==> src/rtl/lobm_ram.sv <==
// ----------------------------------------------------------------------------
// lobm_ram
// Simple dual-port RAM: one write port, one read port with registered data.
// ----------------------------------------------------------------------------
module lobm_ram #(
    parameter int DATA_W = 8,
    parameter int ADDR_W = 4
) (
    input  logic              i_clk,
    input  logic              i_we,
    input  logic [ADDR_W-1:0] i_waddr,
    input  logic [DATA_W-1:0] i_wdata,
    input  logic [ADDR_W-1:0] i_raddr,
    output logic [DATA_W-1:0] o_rdata
);

    logic [DATA_W-1:0] r_mem [2**ADDR_W];

    always_ff @(posedge i_clk) begin
        if (i_we) begin
            r_mem[i_waddr] <= i_wdata;
        end
    end

    always_ff @(posedge i_clk) begin
        o_rdata <= r_mem[i_raddr];
    end

endmodule

==> config.mk <==
export PLATFORM = sky130hd
export DESIGN_NAME = lobm_ram
export DESIGN_NICKNAME = d
export VERILOG_FILES = /design/src/rtl/lobm_ram.sv
export SDC_FILE = /design/constraint.sdc
export NUM_CORES = 1
export LEC_CHECK = 0
export BUFFER_PORTS_ARGS = -buffer_cell sky130_fd_sc_hd__buf_4
export CORE_MARGIN = 1
export CORE_UTILIZATION = 58
export DETAILED_ROUTE_END_ITERATION = 8
export GPL_TIMING_DRIVEN = 0
export PLACE_DENSITY = 0.76
export RECOVER_POWER = 100
export SYNTH_ARGS = -nofsm -noshare
export SYNTH_HDL_FRONTEND = slang
export SYNTH_SLANG_ARGS = --single-unit
==> constraint.sdc <==
create_clock -name i_clk -period 2.14 [get_ports i_clk]
set_input_delay 0.428 -clock i_clk [delete_from_list [all_inputs] [get_ports i_clk]]
set_output_delay 0.428 -clock i_clk [all_outputs]
set_load 0.005 [all_outputs]
==> impl_metrics.py <==
metrics = {
    "worst_hold_path": {
        "min_delay_path_depth": 2,
        "worstHoldPathType": "in2reg",
    },
    "yosys": {
        "sequential_fraction_of_the_synthesis_area": 0.778,
        "synth_area_per_inst_um2": 22.5,
        "synthCells": 229,
        "synth_fp_nets": 247,
        "synth_cell_types": 19,
        "synth.ff_latch_count": 136,
        "post_synth_instance_area_um2": 5150,
        "synth-warning-count": 0,
    },
    "sta": {
        "finalClockSkew_ps": 5.87,
        "fmax_ghz": 0.542,
        "report.final.slew_viol_count": 0,
        "timing.final.hold_violations": 0,
        "grt_setup_unrepaired": "no",
        "tns_setup_ps": 0,
        "fin_crit_ps": 1840,
        "hold_ws_ps": 449,
        "setup_violations": 0,
        "max_slew_margin": 0.153,
        "final_min_period_over_clock_period": 0.862,
        "actual_slew_at_the_worst_max_slew_pin_ps": 1260,
    },
    "cts": {
        "cts-hold-fix-buffers": 0,
        "cts_sinks": 136,
        "htree_num_levels": 4,
        "cts_root_buf": "sky130_fd_sc_hd__clkbuf_8",
        "numCtsBuffers": 17,
        "postCtsSetupRepairBufs": 0,
        "post_cts_resized": 0,
        "clock_tree.buffer_depth": 2,
        "clkSlewWorstSetupHoldPaths_ps": 60,
        "worstSkewPairLatency_ps": 510,
        "cts_tree": "built",
    },
    "global_route": {
        "grt_pass1_wl_mm": 14.3,
        "antenna_violations_before_repair": 0,
        "grt_use_total": 0.240,
        "via_count_of_the_first_global_routing_pass": 2366,
        "grt-ovfl-total": 0,
        "pin_count_of_the_biggest_net_entering_global_routing": 17,
    },
    "routing": {
        "detailedRoute.firstPassIterationCount": 5,
        "route.detailed.wl_per_inst_um": 25.3,
        "totalWireLength_mm": 9.93,
        "avgViaCountPerCell": 6.17,
        "routed-via-count": 2426,
        "drc_errors": 0,
        "detailedRoute.firstIterationViolations": 340,
        "drtAntennaViolNets": 0,
    },
    "job": {
        "cap_violations": 0,
    },
    "run_status": {
        "outcome": "complete, no violations",
    },
    "layout": {
        "final.fill_count": 512,
        "post-route-cell-area_um2": 5980,
        "final_layout_size_suffix_gt1_frac": 0.249,
        "layout.cells.most_common": "sky130_fd_sc_hd__edfxtp_1",
        "layout.area.seq_um2": 4000,
        "flow.area_growth_from_synthesis_pct": 16.2,
        "n_antenna_cell": 0,
        "num-nets-final": 290,
        "final_cell_mix": "sky130_fd_sc_hd__edfxtp_1, sky130_fd_sc_hd__mux4_2, sky130_fd_sc_hd__a22oi_1, sky130_fd_sc_hd__clkbuf_16",
        "multi_input_area_um2": 1060,
    },
    "setup_path": {
        "timing.critical_path.slowest_stage_cell": "sky130_fd_sc_hd__nor3_1",
        "setup.worst_path.start_class": "input port",
        "cp.required_ps": 2270,
        "crit_arrival_ps": 1970,
        "reg2reg_depth": 3,
        "criticalPathCategory": "in2reg",
        "crit_path_end_kind": "flip-flop",
        "path_cells": "clkbuf_1, or3b_2, nor3_1",
        "cp_slowest_stage_delay_ps": 890,
        "critical_path_peak_fanout": 8,
    },
    "die": {
        "placement_rows": 34,
        "ios": 26,
        "die-area_um2": 9260,
        "fp.dieH_um": 96.2,
        "die_w_um": 96.2,
        "floorplan.initialDensity": 0.596,
        "floorplan.core_area_um2": 8640,
    },
    "power_and_ir_drop": {
        "p_leak_nw": 1.98,
        "overall_power_consumption_mw": 6.03,
        "total_power_per_unit_cell_area_nw_per_um2": 1010,
        "vdd_drop_max_uv": 687,
    },
    "place": {
        "detailed_place.area_um2": 5460,
        "finalWeightedCongestion": 0.709,
        "port-buffer-count": 24,
        "place_hpwl_mm": 5.87,
    },
}
[stage by stage]
stage	worst slack (ps)	instances	utilization
after global placement	-293	361	0.633
after CTS	276	393	0.698
after detailed placement	-267	361	0.633
final	296	393	0.693
after floorplan	219	229	-
after global routing	173	393	0.693
[area by class of cell]
type,instances,area share
Sequential cell,136,0.669
Multi-Input combinational cell,83,0.177
Clock buffer,18,0.0699
Clock inverter,14,0.0251
Tap cell,108,0.0226
Timing Repair Buffer,24,0.0220
Buffer,10,0.0144
[registers in the layout (all words and copies together) (netlist names)]
signal,cells
o_rdata,8
r_mem,128
[critical path, delay by kind of cell]
| kind | cells | cell delay [ps] |
|---|---|---|
| buffers and inverters | 1 | 110 |
| and+or+nand+nor | 2 | 1430 |
[path summary, 6_finish.rpt]
kind,startpoint,slack (ps),to
worst max register to register,r_mem[4][0],640,o_rdata[0]
worst min register to register,r_mem[11][3],690,o_rdata[3]
worst max-delay path,i_waddr[2],300,r_mem[0][6]
worst min-delay path,i_waddr[1],450,r_mem[0][0]
[Yosys cell counts]
| master | n | area [um^2] |
|---|---|---|
| sky130_fd_sc_hd__edfxtp_1 | 128 | 3840 |
| sky130_fd_sc_hd__mux4_1 | 14 | 368 |
| sky130_fd_sc_hd__buf_4 | 1 | 7.51 |
| sky130_fd_sc_hd__mux4_2 | 18 | 405 |
| sky130_fd_sc_hd__nand2_1 | 9 | 33.8 |
| sky130_fd_sc_hd__a22oi_1 | 16 | 120 |
| sky130_fd_sc_hd__buf_2 | 3 | 15.0 |
| sky130_fd_sc_hd__nand3_1 | 1 | 5.00 |
| sky130_fd_sc_hd__nor2_1 | 13 | 48.8 |
| sky130_fd_sc_hd__nor3_1 | 4 | 20.0 |
| sky130_fd_sc_hd__nand2b_1 | 2 | 12.5 |
| sky130_fd_sc_hd__or3b_2 | 1 | 8.76 |
| sky130_fd_sc_hd__nand3b_1 | 2 | 15.0 |
| sky130_fd_sc_hd__nor2b_1 | 1 | 6.26 |
| sky130_fd_sc_hd__and2_1 | 1 | 6.26 |
| sky130_fd_sc_hd__clkdlybuf4s25_2 | 3 | 30.0 |
| sky130_fd_sc_hd__and2b_1 | 1 | 7.51 |
| sky130_fd_sc_hd__buf_6 | 3 | 33.8 |
| sky130_fd_sc_hd__dfxtp_1 | 8 | 160 |
[logic make-up (layout without fill, tap and decap cells)]
group	Yosys count	in the layout	synth area share
AO/OA/AOI/OAI	16	16	0.0233
buffers and inverters	10	66	0.0168
multiplexers	32	32	0.150
flip-flops	136	136	0.778
AND/OR/NAND/NOR	35	35	0.0318
[power by group]
group          switching [mW]  internal (mW)  leakage, nW
logic                   0.164          0.122        0.485
registers              0.0155           2.98         1.22
clock network            1.09           1.66        0.272
total                    1.27           4.77         1.98
[layer usage]
layer | track usage | part of all wire
met1 | 0.338 | 0.42
met2 | 0.359 | 0.50
met3 | 0.0569 | 0.061
met4 | 0.113 | 0.021
met5 | 0 | 0
Note: power is estimated with default switching activity, not from simulation.
